### src/hw/rtl/dxt1_pkg.sv
`timescale 1ns / 1ps

package dxt1_pkg;

	// block geometry
	localparam int unsigned RowsPerBlock = 4;
	localparam int unsigned PixPerRow    = 4;
	localparam int unsigned PixW         = 32;
	localparam int unsigned IdxW         = 2;
	localparam int unsigned RowIdxW      = PixPerRow * IdxW;
	localparam int unsigned RowNumW      = $clog2(RowsPerBlock);
	localparam logic [RowNumW-1:0] LastRow = RowNumW'(RowsPerBlock - 1);

	// palette queue between front and back
	localparam int unsigned QueueDepth = 2;
	localparam int unsigned QPtrW      = (QueueDepth > 1) ? $clog2(QueueDepth) : 1;
	localparam int unsigned QCntW      = $clog2(QueueDepth + 1);

	// channel constants
	localparam logic [7:0] AlphaOpaque = 8'hff;
	localparam logic [7:0] AlphaClear  = 8'h00;

	// x / 3 as (x * 683) >> 11, exact for x below 2048
	localparam logic [9:0] Recip3      = 10'd683;
	localparam int unsigned Recip3Shift = 11;

	typedef logic [PixW-1:0] pixel_t;

	// one decoded block waiting for the back end
	typedef struct packed {
		pixel_t [IdxW**2-1:0]                palette;
		logic   [RowsPerBlock-1:0][RowIdxW-1:0] idx_rows;
	} dxt1_entry_t;

	// queue status seen by front and back
	typedef struct packed {
		logic full;
		logic empty;
	} dxt1_qstat_t;

	function automatic logic [7:0] div3(input logic [9:0] x);
		logic [20:0] p;
		p = 21'(x) * 21'(Recip3);
		return p[Recip3Shift +: 8];
	endfunction

	// (2*a + b) / 3
	function automatic logic [7:0] blend_21(input logic [7:0] a, input logic [7:0] b);
		return div3({1'b0, a, 1'b0} + {2'b00, b});
	endfunction

	// (a + b) / 2
	function automatic logic [7:0] blend_11(input logic [7:0] a, input logic [7:0] b);
		logic [8:0] s;
		s = {1'b0, a} + {1'b0, b};
		return s[8:1];
	endfunction

endpackage

### src/hw/rtl/dxt1_if.sv
`timescale 1ns / 1ps

// compressed block channel
interface dxt1_blk_if;
	logic        valid;
	logic        ready;
	logic [15:0] endpoint_first;
	logic [15:0] endpoint_second;
	logic [31:0] index_bits;

	modport source (output valid, output endpoint_first, output endpoint_second,
		output index_bits, input ready);
	modport sink (input valid, input endpoint_first, input endpoint_second,
		input index_bits, output ready);
endinterface

// decoded pixel row channel
interface dxt1_row_if;
	logic        valid;
	logic        ready;
	logic [1:0]  row_number;
	logic [31:0] pixel_zero;
	logic [31:0] pixel_one;
	logic [31:0] pixel_two;
	logic [31:0] pixel_three;
	logic        last_row;

	modport source (output valid, output row_number, output pixel_zero, output pixel_one,
		output pixel_two, output pixel_three, output last_row, input ready);
	modport sink (input valid, input row_number, input pixel_zero, input pixel_one,
		input pixel_two, input pixel_three, input last_row, output ready);
endinterface

### src/hw/rtl/dxt1_front.sv
`timescale 1ns / 1ps

module dxt1_front
	import dxt1_pkg::*;
(
	dxt1_blk_if.sink    blk,
	input  dxt1_qstat_t qstat,
	output logic        push,
	output dxt1_entry_t push_entry
);

	logic [7:0] r0, g0, b0, r1, g1, b1;
	logic       four_color;

	// take a request whenever the queue has room
	assign blk.ready = !qstat.full;
	assign push      = blk.valid && !qstat.full;

	// expand endpoints by shifting, low bits zero
	assign r0 = {blk.endpoint_first[15:11], 3'b000};
	assign g0 = {blk.endpoint_first[10:5], 2'b00};
	assign b0 = {blk.endpoint_first[4:0], 3'b000};
	assign r1 = {blk.endpoint_second[15:11], 3'b000};
	assign g1 = {blk.endpoint_second[10:5], 2'b00};
	assign b1 = {blk.endpoint_second[4:0], 3'b000};

	// strict compare picks four-color mode
	assign four_color = blk.endpoint_first > blk.endpoint_second;

	// build palette
	always_comb begin
		push_entry.palette[0] = {r0, g0, b0, AlphaOpaque};
		push_entry.palette[1] = {r1, g1, b1, AlphaOpaque};
		if (four_color) begin
			push_entry.palette[2] = {blend_21(r0, r1), blend_21(g0, g1), blend_21(b0, b1),
				AlphaOpaque};
			push_entry.palette[3] = {blend_21(r1, r0), blend_21(g1, g0), blend_21(b1, b0),
				AlphaOpaque};
		end else begin
			push_entry.palette[2] = {blend_11(r0, r1), blend_11(g0, g1), blend_11(b0, b1),
				AlphaOpaque};
			push_entry.palette[3] = {blend_21(r1, r0), blend_21(g1, g0), blend_21(b1, b0),
				AlphaClear};
		end
		push_entry.idx_rows = blk.index_bits;
	end

endmodule

### src/hw/rtl/dxt1_queue.sv
`timescale 1ns / 1ps

module dxt1_queue
	import dxt1_pkg::*;
(
	input  logic        clk,
	input  logic        arst_n,
	input  logic        push,
	input  dxt1_entry_t push_entry,
	input  logic        pop,
	output dxt1_qstat_t qstat,
	output dxt1_entry_t head
);

	dxt1_entry_t           mem_q [QueueDepth];
	logic [QPtrW-1:0]      wr_ptr_q, rd_ptr_q;
	logic [QCntW-1:0]      count_q;

	function automatic logic [QPtrW-1:0] next_ptr(input logic [QPtrW-1:0] p);
		return (p == QPtrW'(QueueDepth - 1)) ? '0 : p + 1'b1;
	endfunction

	assign qstat.full  = count_q == QCntW'(QueueDepth);
	assign qstat.empty = count_q == '0;
	assign head        = mem_q[rd_ptr_q];

	// pointers and fill count
	always_ff @(posedge clk or negedge arst_n) begin
		if (!arst_n) begin
			wr_ptr_q <= '0;
			rd_ptr_q <= '0;
			count_q  <= '0;
		end else begin
			if (push) wr_ptr_q <= next_ptr(wr_ptr_q);
			if (pop) rd_ptr_q <= next_ptr(rd_ptr_q);
			if (push && !pop) count_q <= count_q + 1'b1;
			else if (pop && !push) count_q <= count_q - 1'b1;
		end
	end

	// entry storage
	always_ff @(posedge clk) begin
		if (push) mem_q[wr_ptr_q] <= push_entry;
	end

endmodule

### src/hw/rtl/dxt1_back.sv
`timescale 1ns / 1ps

module dxt1_back
	import dxt1_pkg::*;
(
	input  logic        clk,
	input  logic        arst_n,
	input  dxt1_entry_t head,
	input  dxt1_qstat_t qstat,
	output logic        pop,
	dxt1_row_if.source  rows
);

	logic [RowNumW-1:0]             row_cnt_q;
	logic                           out_valid_q;
	logic [RowNumW-1:0]             row_num_q;
	logic                           last_q;
	pixel_t [PixPerRow-1:0]         pix_q;
	logic                           load;
	logic [PixPerRow-1:0][IdxW-1:0] sel;
	pixel_t [PixPerRow-1:0]         pix_d;

	// refill output register when empty or being taken
	assign load = !qstat.empty && (!out_valid_q || rows.ready);
	assign pop  = load && (row_cnt_q == LastRow);

	// row byte, leftmost pixel in top bits
	assign sel = head.idx_rows[LastRow - row_cnt_q];

	always_comb begin
		for (int k = 0; k < PixPerRow; k++) begin
			pix_d[k] = head.palette[sel[PixPerRow-1-k]];
		end
	end

	// control
	always_ff @(posedge clk or negedge arst_n) begin
		if (!arst_n) begin
			row_cnt_q   <= '0;
			out_valid_q <= 1'b0;
		end else begin
			if (load) begin
				row_cnt_q   <= row_cnt_q + 1'b1;
				out_valid_q <= 1'b1;
			end else if (rows.ready) begin
				out_valid_q <= 1'b0;
			end
		end
	end

	// output payload
	always_ff @(posedge clk) begin
		if (load) begin
			row_num_q <= row_cnt_q;
			last_q    <= row_cnt_q == LastRow;
			pix_q     <= pix_d;
		end
	end

	assign rows.valid       = out_valid_q;
	assign rows.row_number  = row_num_q;
	assign rows.last_row    = last_q;
	assign rows.pixel_zero  = pix_q[0];
	assign rows.pixel_one   = pix_q[1];
	assign rows.pixel_two   = pix_q[2];
	assign rows.pixel_three = pix_q[3];

endmodule

### src/hw/rtl/dxt1_block_decoder.sv
`timescale 1ns / 1ps

// channel | dir | payload                                     | handshake
// blk     | in  | endpoint_first, endpoint_second, index_bits | valid/ready
// rows    | out | row_number, pixel_zero..three, last_row      | valid/ready
//
// one block request gives four row requests, one per cycle unless rows stall;
// the back end, a row per cycle when not stalled, sets block throughput.
// a block taken is written into the queue, then its first row is loaded
// into the output register (output reg) before it shows on rows.
// a two-entry palette queue lets blocks arrive while rows are stalled.
// arst_n clears queue pointers and count, row counter and output valid.

module dxt1_block_decoder
	import dxt1_pkg::*;
(
	input  logic       clk,
	input  logic       arst_n,
	dxt1_blk_if.sink   blk,
	dxt1_row_if.source rows
);

	dxt1_qstat_t qstat;
	dxt1_entry_t push_entry, head;
	logic        push, pop;

	dxt1_front u_front (
		.blk        (blk),
		.qstat      (qstat),
		.push       (push),
		.push_entry (push_entry)
	);

	dxt1_queue u_queue (
		.clk        (clk),
		.arst_n     (arst_n),
		.push       (push),
		.push_entry (push_entry),
		.pop        (pop),
		.qstat      (qstat),
		.head       (head)
	);

	dxt1_back u_back (
		.clk    (clk),
		.arst_n (arst_n),
		.head   (head),
		.qstat  (qstat),
		.pop    (pop),
		.rows   (rows)
	);

endmodule

### src/flat_wrapper.sv
// flat-port wrapper written by rule: the top's interface ports become plain ports
module dxt1_block_decoder_flat import dxt1_pkg::*;
  (clk, arst_n, blk_valid, blk_endpoint_first, blk_endpoint_second, blk_index_bits, blk_ready, rows_valid, rows_row_number, rows_pixel_zero, rows_pixel_one, rows_pixel_two, rows_pixel_three, rows_last_row, rows_ready);
  dxt1_blk_if blk_i ();
  dxt1_row_if rows_i ();
  input  logic clk;
  input  logic arst_n;
  input wire logic [$bits(blk_i.valid)-1:0] blk_valid;
  input wire logic [$bits(blk_i.endpoint_first)-1:0] blk_endpoint_first;
  input wire logic [$bits(blk_i.endpoint_second)-1:0] blk_endpoint_second;
  input wire logic [$bits(blk_i.index_bits)-1:0] blk_index_bits;
  output wire logic [$bits(blk_i.ready)-1:0] blk_ready;
  output wire logic [$bits(rows_i.valid)-1:0] rows_valid;
  output wire logic [$bits(rows_i.row_number)-1:0] rows_row_number;
  output wire logic [$bits(rows_i.pixel_zero)-1:0] rows_pixel_zero;
  output wire logic [$bits(rows_i.pixel_one)-1:0] rows_pixel_one;
  output wire logic [$bits(rows_i.pixel_two)-1:0] rows_pixel_two;
  output wire logic [$bits(rows_i.pixel_three)-1:0] rows_pixel_three;
  output wire logic [$bits(rows_i.last_row)-1:0] rows_last_row;
  input wire logic [$bits(rows_i.ready)-1:0] rows_ready;
  assign blk_i.valid = blk_valid;
  assign blk_i.endpoint_first = blk_endpoint_first;
  assign blk_i.endpoint_second = blk_endpoint_second;
  assign blk_i.index_bits = blk_index_bits;
  assign blk_ready = blk_i.ready;
  assign rows_valid = rows_i.valid;
  assign rows_row_number = rows_i.row_number;
  assign rows_pixel_zero = rows_i.pixel_zero;
  assign rows_pixel_one = rows_i.pixel_one;
  assign rows_pixel_two = rows_i.pixel_two;
  assign rows_pixel_three = rows_i.pixel_three;
  assign rows_last_row = rows_i.last_row;
  assign rows_i.ready = rows_ready;
  dxt1_block_decoder u_core (.clk(clk), .arst_n(arst_n), .blk(blk_i), .rows(rows_i));
endmodule
### config.mk
export PLATFORM = sky130hd
export DESIGN_NAME = dxt1_block_decoder_flat
export DESIGN_NICKNAME = d
export VERILOG_FILES = /design/src/hw/rtl/dxt1_pkg.sv /design/src/hw/rtl/dxt1_if.sv /design/src/hw/rtl/dxt1_front.sv /design/src/hw/rtl/dxt1_queue.sv /design/src/hw/rtl/dxt1_back.sv /design/src/hw/rtl/dxt1_block_decoder.sv /design/src/flat_wrapper.sv
export SDC_FILE = /design/constraint.sdc
export NUM_CORES = 1
export LEC_CHECK = 0
export BUFFER_PORTS_ARGS = -buffer_cell sky130_fd_sc_hd__buf_4
export CAP_MARGIN = 20
export CORE_ASPECT_RATIO = 1.1
export CORE_MARGIN = 2
export CORE_UTILIZATION = 55
export DETAILED_ROUTE_END_ITERATION = 7
export HOLD_SLACK_MARGIN = 0.02
export PLACE_DENSITY = 0.74
export SLEW_MARGIN = 20
export SYNTH_ARGS = -nofsm -noshare
export SYNTH_HDL_FRONTEND = slang
export SYNTH_SLANG_ARGS = --single-unit
export TNS_END_PERCENT = 5
### constraint.sdc
create_clock -name clk -period 8.15 [get_ports clk]
set_input_delay 0 -clock clk [delete_from_list [all_inputs] [get_ports clk]]
set_output_delay 0 -clock clk [all_outputs]
set_load 0.01 [all_outputs]
==> flow_summary.toml, run 1 <==
[detailed_routing]
wl_met2_um = 27600
via_per_inst = 5.75
num_vias = 15951
routedWlPerCell_um = 20.2
drc_errors = 0
dr_wl_met3_um = 3480
drt_wl_total_um = 56200
drt-initial-drc-count = 1086
top_layer = "met4"
ant_nets = 0
drt_first_pass_iters = 7
wl_met1_um = 23600

[sta]
worstMarginPinSlew_ns = 0.982
setup_violations = 0
fin_worst_skew_ns = 0.0201
relSlewSlack_pct = 34.6
hold_violations = 0
final_max_slew_viol_count = 0
rsz0062_at_grt = "no"
fin_crit_sh_pct = 73.2
fin_ws_ns = 2.19
fin_crit_ns = 5.96
fmax_ghz = 0.168
setup-tns-final_ns = 0

[setup_path]
path_max_fanout = 7
path_class = "primary input to flop"
cp_cell_sequence = "dlygate4sd3_1, buf_4, ha_1, fa_1, a21o_1, a21oi_1, xor2_1, nor2_1, ha_1, ha_1, fa_1, inv_1, fa_1, inv_1, ha_1, nand4_1, and3_1, a21oi_1, or3b_1, o311a_1, o31ai_1, mux2i_1"
ff2ff_path_depth = 7
worstReg2RegEnd = "u_core.u_back.rows.pixel_one[22]$_DFFE_PP_"
worst_ep_required_time_ns = 8.40
crit_start = "blk_endpoint_second[6]"
path_common_cell = "ha_1"
end_kind = "flop"
startpoint_type = "primary input"
cp_slowest_stage_delay_ns = 0.55
path_buf_inv = 4
cpMaxStageDelayCell = "dlygate4sd3_1"
worstPathArrival_ns = 6.21
rrSetupSlack_ns = 4.60
r2r-start = "u_core.u_queue.rd_ptr_q$_DFFE_PN0P_"
cp_top_family = "adder cells"

[floorplanning]
die_h_um = 221
die_x_um = 201
io_pins = 201
die_area_mm2 = 0.0445
core_area_mm2 = 0.0423
initial_core_util_pct = 55.6
rows = 79

[synth]
synth_top_area_share_pct = 42.0
synthArstFlopShare_pct = 2.08
synth_fp_nets = 2456
yosysWarnings = 0
synth_ff_type = "edfxtp_1"
synth_seq_area_share_pct = 42.7
synth_common_cells = "ha_1 (357), edfxtp_1 (329), nand2_1 (185)"
synth_edf_count = 329
ys_ff_latch = 336
synth_top_area_cell = "edfxtp_1"
postSynthCellCount = 1960
avgSynthCellArea_um2 = 12.0
synth_area_leaders = "edfxtp_1 (42%), ha_1 (19%), fa_1 (6.0%)"
syn_area_mm2 = 0.0235
yosysMostFrequentCell = "ha_1"
ys_types = 66

[global_route]
grt_usage_pct = 25.2
antenna_found_initial = 0
grt-ovfl-total = 0
grt_max_degree = 74
grt_pass1_vias = 16295
grt_pass1_wl_um = 88600

[cts]
ctsHtreeMaxLevel = 2
numClockSinks = 336
cts_buffers = 37
clkTransAtPathRegs_ns = 0.06
postCtsSetupRepairBufs = 0
root_buffer = "clkbuf_16"
clkLatencyLatePin_ns = 0.53
cts_tree = "done"
clock_tree.buffer_depth = 3

[hold_path]
min_to = "u_core.u_queue.mem_q[0][28]$_DFFE_PP_"
hp-start = "blk_index_bits[28]"
hold_depth = 2
holdCritPathClass = "primary input to flop"

[place]
place.gp.congestion = 0.891
portBuffers = 200
post-place-ws_ns = 2.27
post-dp-hpwl_um = 39400

[outcome]
status = "complete, no violations"

[cells_and_area]
diodes = 0
syn2layout_area_growth_pct = 15.1
final_nets = 2680
drive_above_1_share_pct = 16.1

[run]
cap_violations = 0
-- cell type report --
class / instances / area (um2)
fill: 3192 / 15200
multi-input combinational: 1346 / 12200
sequential: 336 / 10100
timing repair buffer: 284 / 2300
clock buffer: 41 / 941
tap: 567 / 709
inverter: 179 / 672
clock inverter: 23 / 218
-- metal layers --
layer	vias up	track usage, %
li1	7552	-
met2	536	44.4
met5	-	0
met4	0	7.66
met3	99	3.06
met1	7764	32.7
-- repair_timing --
item / in CTS / in global routing
resized for setup: 0 / 0
hold endpoints to repair: 143 / 0
hold buffers: 68 / 0
-- sequential cells by signal (all words and copies together) (netlist names) --
register and cells:
u_core.u_queue.count_q 2, u_core.u_back.rows.pixel_zero 25, u_core.u_queue.wr_ptr_q 1, u_core.u_back.rows.pixel_three 25
u_core.u_back.row_cnt_q 2, u_core.u_queue.mem_q 226, u_core.u_back.rows.pixel_two 25, u_core.u_back.rows.row_number 2
u_core.u_back.rows.valid 1, u_core.u_back.rows.last_row 1, u_core.u_back.rows.pixel_one 25, u_core.u_queue.rd_ptr_q 1
-- cells by family after synthesis --
group,after synthesis,synth area share (%)
adder cells (fa/ha/maj),428,25.0
AO/OA/AOI/OAI,395,11.2
flip-flops,336,42.7
AND/OR/NAND/NOR,315,5.76
buffers and inverters,278,5.76
multiplexers,111,5.96
XOR/XNOR,97,3.61
-- through the flow --
step                      cell area, um2  util [%]  hold WS (ns)  cells
after floorplan                    23500         -        -0.296   1960
after global placement             25200      59.7        -0.181   2644
after detailed placement           25200      59.7        -0.180   2644
after CTS                          27100      64.0         0.188   2776
after global routing               27100      64.0         0.190   2776
final                              27100      64.0         0.210   2776
-- placed cells by master, fill, tap and decap left out, drive strengths merged, types with 12 or more instances in the layout --
cell,count
ha,357
buf,216
o211a,33
o211ai,66
clkbuf,41
nand2,186
xor2,23
fa,71
mux2,45
mux2i,50
o21bai,12
xnor2,74
mux4,16
inv,180
o21ai,157
a21oi,52
clkinv,16
edfxtp,329
dlygate4sd3,68
nor2,58
a21o,33
-- worst reg2reg max path: cells and delay by family, from the launching register on --
| family | cells | cell delay [ns] |
|---|---|---|
| AO/OA/AOI/OAI | 2 | 0.56 |
| AND/OR/NAND/NOR | 1 | 0.12 |
| flip-flops | 1 | 1.05 |
| multiplexers | 2 | 0.93 |
| buffers and inverters | 2 | 0.63 |
-- worst max path at each step --
stage | slack (ns) | to | cells after the start
global route | 1.85 | u_core.u_queue.mem_q[0][86]$_DFFE_PP_ | 24
global placement | 2.38 | u_core.u_queue.mem_q[0][86]$_DFFE_PP_ | 21
floorplan | 1.09 | u_core.u_queue.count_q[1]$_DFFE_PN0P_ | 7
CTS | 2.26 | u_core.u_queue.mem_q[0][86]$_DFFE_PP_ | 22
finish | 2.19 | u_core.u_queue.mem_q[0][86]$_DFFE_PP_ | 22
detailed placement | 2.27 | u_core.u_queue.mem_q[0][86]$_DFFE_PP_ | 21
Power of run 1 is not shown: default switching activity piles up to over one toggle a cycle in this logic, so the estimate is an artifact.
==> run 2, diff against run 1 <==
--- a/config.mk
+++ b/config.mk
@@ -5,6 +5,7 @@
 export SDC_FILE = /design/constraint.sdc
 export NUM_CORES = 1
 export LEC_CHECK = 0
+export ABC_AREA = 1
 export BUFFER_PORTS_ARGS = -buffer_cell sky130_fd_sc_hd__buf_4
 export CAP_MARGIN = 20
 export CORE_ASPECT_RATIO = 1.1
==> constraint.sdc (replaced) <==
create_clock -name clk -period 5.5 [get_ports clk]
set_input_delay 0 -clock clk [delete_from_list [all_inputs] [get_ports clk]]
set_output_delay 0 -clock clk [all_outputs]
set_load 0.01 [all_outputs]
==> flow_summary.toml, run 2 <==
[floorplanning]
rows = 83
core_area_mm2 = 0.0467
die_x_um = 212
die_h_um = 233
initial_core_util_pct = 55.9
io_pins = 201
die_area_mm2 = 0.0492

[hold_path]
hold_depth = 2
min_to = "u_core.u_queue.mem_q[0][2]$_DFFE_PP_"
hp-start = "blk_index_bits[2]"
holdCritPathClass = "primary input to flop"

[cells_and_area]
layout_commonest_cell = "nand2_1"
layout_common_cells = "nand2_1 (736), ha_1 (357), nand3_1 (343)"
largest_register_ff_count = 226
syn2layout_area_growth_pct = 14.0
drive_above_1_share_pct = 9.66
final_nets = 3647
largest_register = "u_core.u_queue.mem_q"
diodes = 0

[sta]
fin_ws_ns = 0.477
rsz0062_at_grt = "no"
worstMarginPinSlew_ns = 1.04
setup_violations = 0
fin_crit_ns = 5.02
setup-tns-final_ns = 0
fin_crit_sh_pct = 91.3
relSlewSlack_pct = 30.1
hold_violations = 0
fin_worst_skew_ns = 0.0260
worst_hold_slack_ns = 0.183
fmax_ghz = 0.199
final_max_slew_viol_count = 0

[synth]
synth_top_area_cell = "edfxtp_1"
ys_types = 38
synth_top_area_share_pct = 37.8
synth_edf_count = 329
yosysMostFrequentCell = "nand2_1"
synth_common_cells = "nand2_1 (736), ha_1 (357), nand3_1 (343)"
synth_ff_type = "edfxtp_1"
synthArstFlopShare_pct = 2.08
yosysWarnings = 0
syn_area_mm2 = 0.0261
synth_area_leaders = "edfxtp_1 (38%), ha_1 (17%), nand2_1 (11%)"
synth_seq_area_share_pct = 38.5
ys_ff_latch = 336
postSynthCellCount = 2923
synth_fp_nets = 3419
avgSynthCellArea_um2 = 8.93

[setup_path]
worstPathArrival_ns = 5.44
path_max_fanout = 8
rrSetupSlack_ns = 1.60
r2r-start = "u_core.u_queue.rd_ptr_q$_DFFE_PN0P_"
end_kind = "flop"
worst_ep_required_time_ns = 5.92
path_class = "primary input to flop"
worstReg2RegEnd = "u_core.u_back.rows.pixel_one[9]$_DFFE_PP_"
startpoint_type = "primary input"
ff2ff_path_depth = 9

[place]
place.gp.congestion = 0.921
post-dp-hpwl_um = 54800
portBuffers = 200
post-place-ws_ns = 0.483

[global_route]
grt_pass1_vias = 21533
grt_max_degree = 78
grt_usage_pct = 30.1
grt-ovfl-total = 0
grt_pass1_wl_um = 115000
antenna_found_initial = 0

[cts]
cts_buffers = 37
clock_tree.buffer_depth = 3
clkTransAtPathRegs_ns = 0.06
postCtsSetupRepairBufs = 0
ctsHtreeMaxLevel = 2
root_buffer = "clkbuf_16"
clkLatencyLatePin_ns = 0.56
numClockSinks = 336
cts_tree = "done"

[detailed_routing]
via_per_inst = 5.72
num_vias = 21591
routedWlPerCell_um = 19.5
drc_errors = 0
ant_nets = 0
drt_first_pass_iters = 6
drt-initial-drc-count = 2090
drt_wl_total_um = 73500

[outcome]
status = "complete, no violations"

[run]
cap_violations = 0
## run 2: changes by cell type after synthesis, moves of 33 or more
cell | before | now
o211a_1 | 33 | 0
o211ai_1 | 50 | 1
nor2_1 | 58 | 220
xnor2_1 | 74 | 22
o21ai_1 | 56 | 21
nand2_1 | 185 | 736
a21oi_1 | 52 | 95
mux2_2 | 44 | 0
o21ai_0 | 101 | 49
nand3_1 | 10 | 343
inv_1 | 179 | 341
## run 2: cells by family after synthesis
kind of cell               count (synthesis)  share of synthesized area, %
AOI/OAI and AO/OA                        221                          5.14
xor gates and xnor gates                  64                          2.15
adders and majority gates                428                          22.6
buffers and inverters                    451                          7.39
DFF                                      336                          38.5
muxes                                     71                          2.72
and+or+nand+nor                         1352                          21.5
## run 2: cell type report
type	count	area [um2]
Fill cell	3832	17000
Clock buffer	44	952
Timing Repair Buffer	293	2380
Inverter	347	1300
Multi-Input combinational cell	2136	14200
Tap cell	595	744
Sequential cell	336	10100
Clock inverter	21	173
## run 2: worst max path at each step
stage                                           from                                endpoint  cells past startpoint
6_report                      blk_endpoint_first[11]   u_core.u_queue.mem_q[0][89]$_DFFE_PP_                     21
5_1_grt                        blk_endpoint_first[7]   u_core.u_queue.mem_q[1][87]$_DFFE_PP_                     26
4_1_cts                       blk_endpoint_second[8]   u_core.u_queue.mem_q[1][87]$_DFFE_PP_                     26
3_5_place_dp                  blk_endpoint_second[8]   u_core.u_queue.mem_q[0][87]$_DFFE_PP_                     25
3_3_place_gp                  blk_endpoint_second[5]  u_core.u_queue.mem_q[0][118]$_DFFE_PP_                     18
2_1_floorplan  u_core.u_queue.count_q[0]$_DFFE_PN0P_    u_core.u_queue.mem_q[1][0]$_DFFE_PP_                      4
## run 2: stage by stage
stage | instance area, um2 | cells | util, %
after floorplan | 26100 | 2923 | -
after global placement | 27900 | 3638 | 59.8
after detailed placement | 28000 | 3639 | 59.8
after CTS | 29800 | 3772 | 63.7
after global routing | 29800 | 3772 | 63.7
final | 29800 | 3772 | 63.7
## run 2: repair_timing
| action | CTS | global route |
|---|---|---|
| hold buffers | 68 | 0 |
| resized for setup | 0 | 0 |
| endpoints found under the hold margin | 138 | 0 |
## run 2: critical path, cell delays in order
cell and delay, ns:
dlygate4sd3_1 0.57, buf_4 0.22, ha_1 0.19, inv_1 0.05, fa_1 0.39, o21ai_0 0.24
xor2_1 0.44, ha_1 0.32, ha_1 0.33, ha_1 0.29, inv_1 0.05, fa_1 0.50
inv_1 0.05, fa_1 0.45, ha_1 0.34, a21oi_1 0.25, o21bai_1 0.12, inv_1 0.08
nand3_1 0.07, a21oi_1 0.26, buf_4 0.21
## run 2: metal layers
layer | GRT usage (%) | vias to the layer above | wire length, um
li1 | - | 10246 | -
met1 | 36.3 | 10060 | 28700
met2 | 53.0 | 1060 | 35600
met3 | 4.94 | 225 | 5860
met4 | 13.4 | 0 | 3320
met5 | 0 | - | 0
Power of run 2 is left out for the same reason.
==> run 3, diff against run 2 <==
--- a/config.mk
+++ b/config.mk
@@ -13,9 +13,10 @@
 export CORE_UTILIZATION = 55
 export DETAILED_ROUTE_END_ITERATION = 7
 export HOLD_SLACK_MARGIN = 0.02
-export PLACE_DENSITY = 0.74
+export PLACE_DENSITY = 0.73
 export SLEW_MARGIN = 20
 export SYNTH_ARGS = -nofsm -noshare
 export SYNTH_HDL_FRONTEND = slang
+export SYNTH_HIERARCHICAL = 1
 export SYNTH_SLANG_ARGS = --single-unit
 export TNS_END_PERCENT = 5
==> flow_summary.toml, run 3 <==
[sta]
rsz0062_at_grt = "no"
hold_violations = 0
fmax_ghz = 0.202
fin_crit_sh_pct = 89.8
setup-tns-final_ns = 0
fin_worst_skew_ns = 0.0220
setup_violations = 0
worstMarginPinSlew_ns = 1.25
fin_crit_ns = 4.94
final_max_slew_viol_count = 0
relSlewSlack_pct = 16.9

[cells_and_area]
final_nets = 4268
post-route-util_pct = 61.1
layout_common_cells = "nand2_1 (877), nand3_1 (603), inv_1 (466)"
diodes = 0
regArea_mm2 = 0.0137
syn2layout_area_growth_pct = 9.58
fillers = 5149
fin_cells = 4633
multi_input_area_mm2 = 0.0168
drive_above_1_share_pct = 12.8
layout_commonest_cell = "nand2_1"
largest_register_ff_count = 320
largest_register = "u_core/u_queue/mem_q"

[setup_path]
worstPathArrival_ns = 5.25
ff2ff_path_depth = 7
worstReg2RegEnd = "u_core/u_back/rows.pixel_zero[17]$_DFFE_PP_"
path_common_cell = "ha_1"
rrSetupSlack_ns = 1.84
worst_ep_required_time_ns = 5.81
startpoint_type = "primary input"
r2r-start = "u_core/u_queue/rd_ptr_q$_DFFE_PN0P_"
path_max_fanout = 8
cp_slowest_stage_delay_ns = 0.53
end_kind = "flop"
path_class = "primary input to flop"
cpMaxStageDelayCell = "dlygate4sd3_1"

[floorplanning]
io_pins = 201
die_h_um = 265
core_area_mm2 = 0.0611
initial_core_util_pct = 55.7
die_area_mm2 = 0.0639
die_x_um = 241
rows = 95

[detailed_routing]
drt-initial-drc-count = 2888
ant_nets = 0
num_vias = 25882
drt_first_pass_iters = 6
via_per_inst = 5.59
routedWlPerCell_um = 18.4
drt_wl_total_um = 85200
drc_errors = 0

[cts]
numClockSinks = 458
cts_buffers = 45
cts_resized = 0
ctsHtreeMaxLevel = 2
clkTransAtPathRegs_ns = 0.06
clkLatencyLatePin_ns = 0.59
cts_tree = "done"
root_buffer = "clkbuf_16"
clock_tree.buffer_depth = 3

[place]
dp.cells = 4482
place.gp.congestion = 0.910
post-dp-hpwl_um = 57300
portBuffers = 200

[synth]
synth_edf_count = 451
synthArstFlopShare_pct = 1.53
synth_seq_area_share_pct = 40.3
synth_ff_type = "edfxtp_1"
synth_common_cells = "nand2_1 (877), nand3_1 (603), inv_1 (468)"
yosysWarnings = 6
avgSynthCellArea_um2 = 9.35
syn_area_mm2 = 0.0340
synth_top_area_share_pct = 39.8
synth_area_leaders = "edfxtp_1 (40%), ha_1 (13%), nand2_1 (9.7%)"
ys_ff_latch = 458
ys_types = 45
yosysMostFrequentCell = "nand2_1"
synth_top_area_cell = "edfxtp_1"
postSynthCellCount = 3641

[hold_path]
holdCritPathClass = "primary input to flop"
min_to = "u_core/u_queue/mem_q[1][21]$_DFFE_PP_"
hp-start = "blk_index_bits[21]"
hold_depth = 2

[global_route]
grt-ovfl-total = 0
grt_usage_pct = 26.4
grt_pass1_wl_um = 134000
busiest_layer = "met2"
antenna_found_initial = 0
use_met3_pct = 4.10
met1_usage_pct = 34.8
grt_use_met2_pct = 43.9
grt_pass1_vias = 25077
grt_max_degree = 161

[outcome]
status = "complete, no violations"

[run]
cap_violations = 0
-- run 3: final cells by class --
type,count,area share (%)
Clock buffer,56,3.13
Clock inverter,27,0.986
Inverter,476,4.84
Multi-Input combinational cell,2503,45.2
Sequential cell,458,36.8
Tap cell,824,2.76
Timing Repair Buffer,289,6.34
-- run 3: kinds of logic after synthesis --
group / count (synthesis) / synth area share [%]
and+or+nand+nor: 1664 / 21.4
buffers and inverters: 718 / 10.7
DFF: 458 / 40.3
adders and majority gates: 427 / 17.2
muxes: 160 / 6.29
AOI/OAI and AO/OA: 151 / 2.50
xor gates and xnor gates: 61 / 1.57
other: 2 / 0.0221
-- run 3: per-stage QoR --
stage / hold WS [ns] / setup slack [ns] / instance area (um2)
final: 0.139 / 0.560 / 37300
after CTS: 0.121 / 0.637 / 37300
after global placement: -0.181 / 0.677 / 35100
after floorplan: -0.296 / 0.109 / 34200
after global routing: 0.141 / 0.174 / 37300
after detailed placement: -0.178 / 0.612 / 35100
-- run 3: timing repair --
action                                  in CTS  in global routing
endpoints found under the hold margin      138                  0
setup buffers                                0                  0
endpoints found under the setup margin       0                  0
hold buffers                                68                  0
-- run 3: worst max path at each step --
stage	end	slack, ns	from	cells past startpoint
6_report	u_core/u_queue/mem_q[1][112]$_DFFE_PP_	0.56	blk_endpoint_first[5]	25
4_1_cts	u_core/u_queue/mem_q[1][112]$_DFFE_PP_	0.64	blk_endpoint_first[5]	25
3_3_place_gp	u_core/u_queue/mem_q[0][112]$_DFFE_PP_	0.68	blk_endpoint_first[5]	24
3_5_place_dp	u_core/u_queue/mem_q[1][112]$_DFFE_PP_	0.61	blk_endpoint_first[5]	24
2_1_floorplan	u_core/u_queue/mem_q[0][0]$_DFFE_PP_	0.11	u_core/u_queue/count_q[1]$_DFFE_PN0P_	5
5_1_grt	u_core/u_queue/mem_q[0][117]$_DFFE_PP_	0.17	blk_endpoint_first[5]	28
-- run 3: metal layers --
metal,vias up,share of wire [%]
met5,-,0
met4,0,3.7
met3,222,8.4
met2,1290,47
met1,12028,41
li1,12342,-
-- run 3: worst max-delay path, delay by kind of cell --
family | cells | cell delay (ns)
compound gates | 3 | 0.62
xor+xnor | 3 | 0.68
fa+ha+maj | 7 | 2.32
buf+inv | 6 | 1.00
simple gates | 6 | 0.61
Power of run 3 is left out for the same reason.
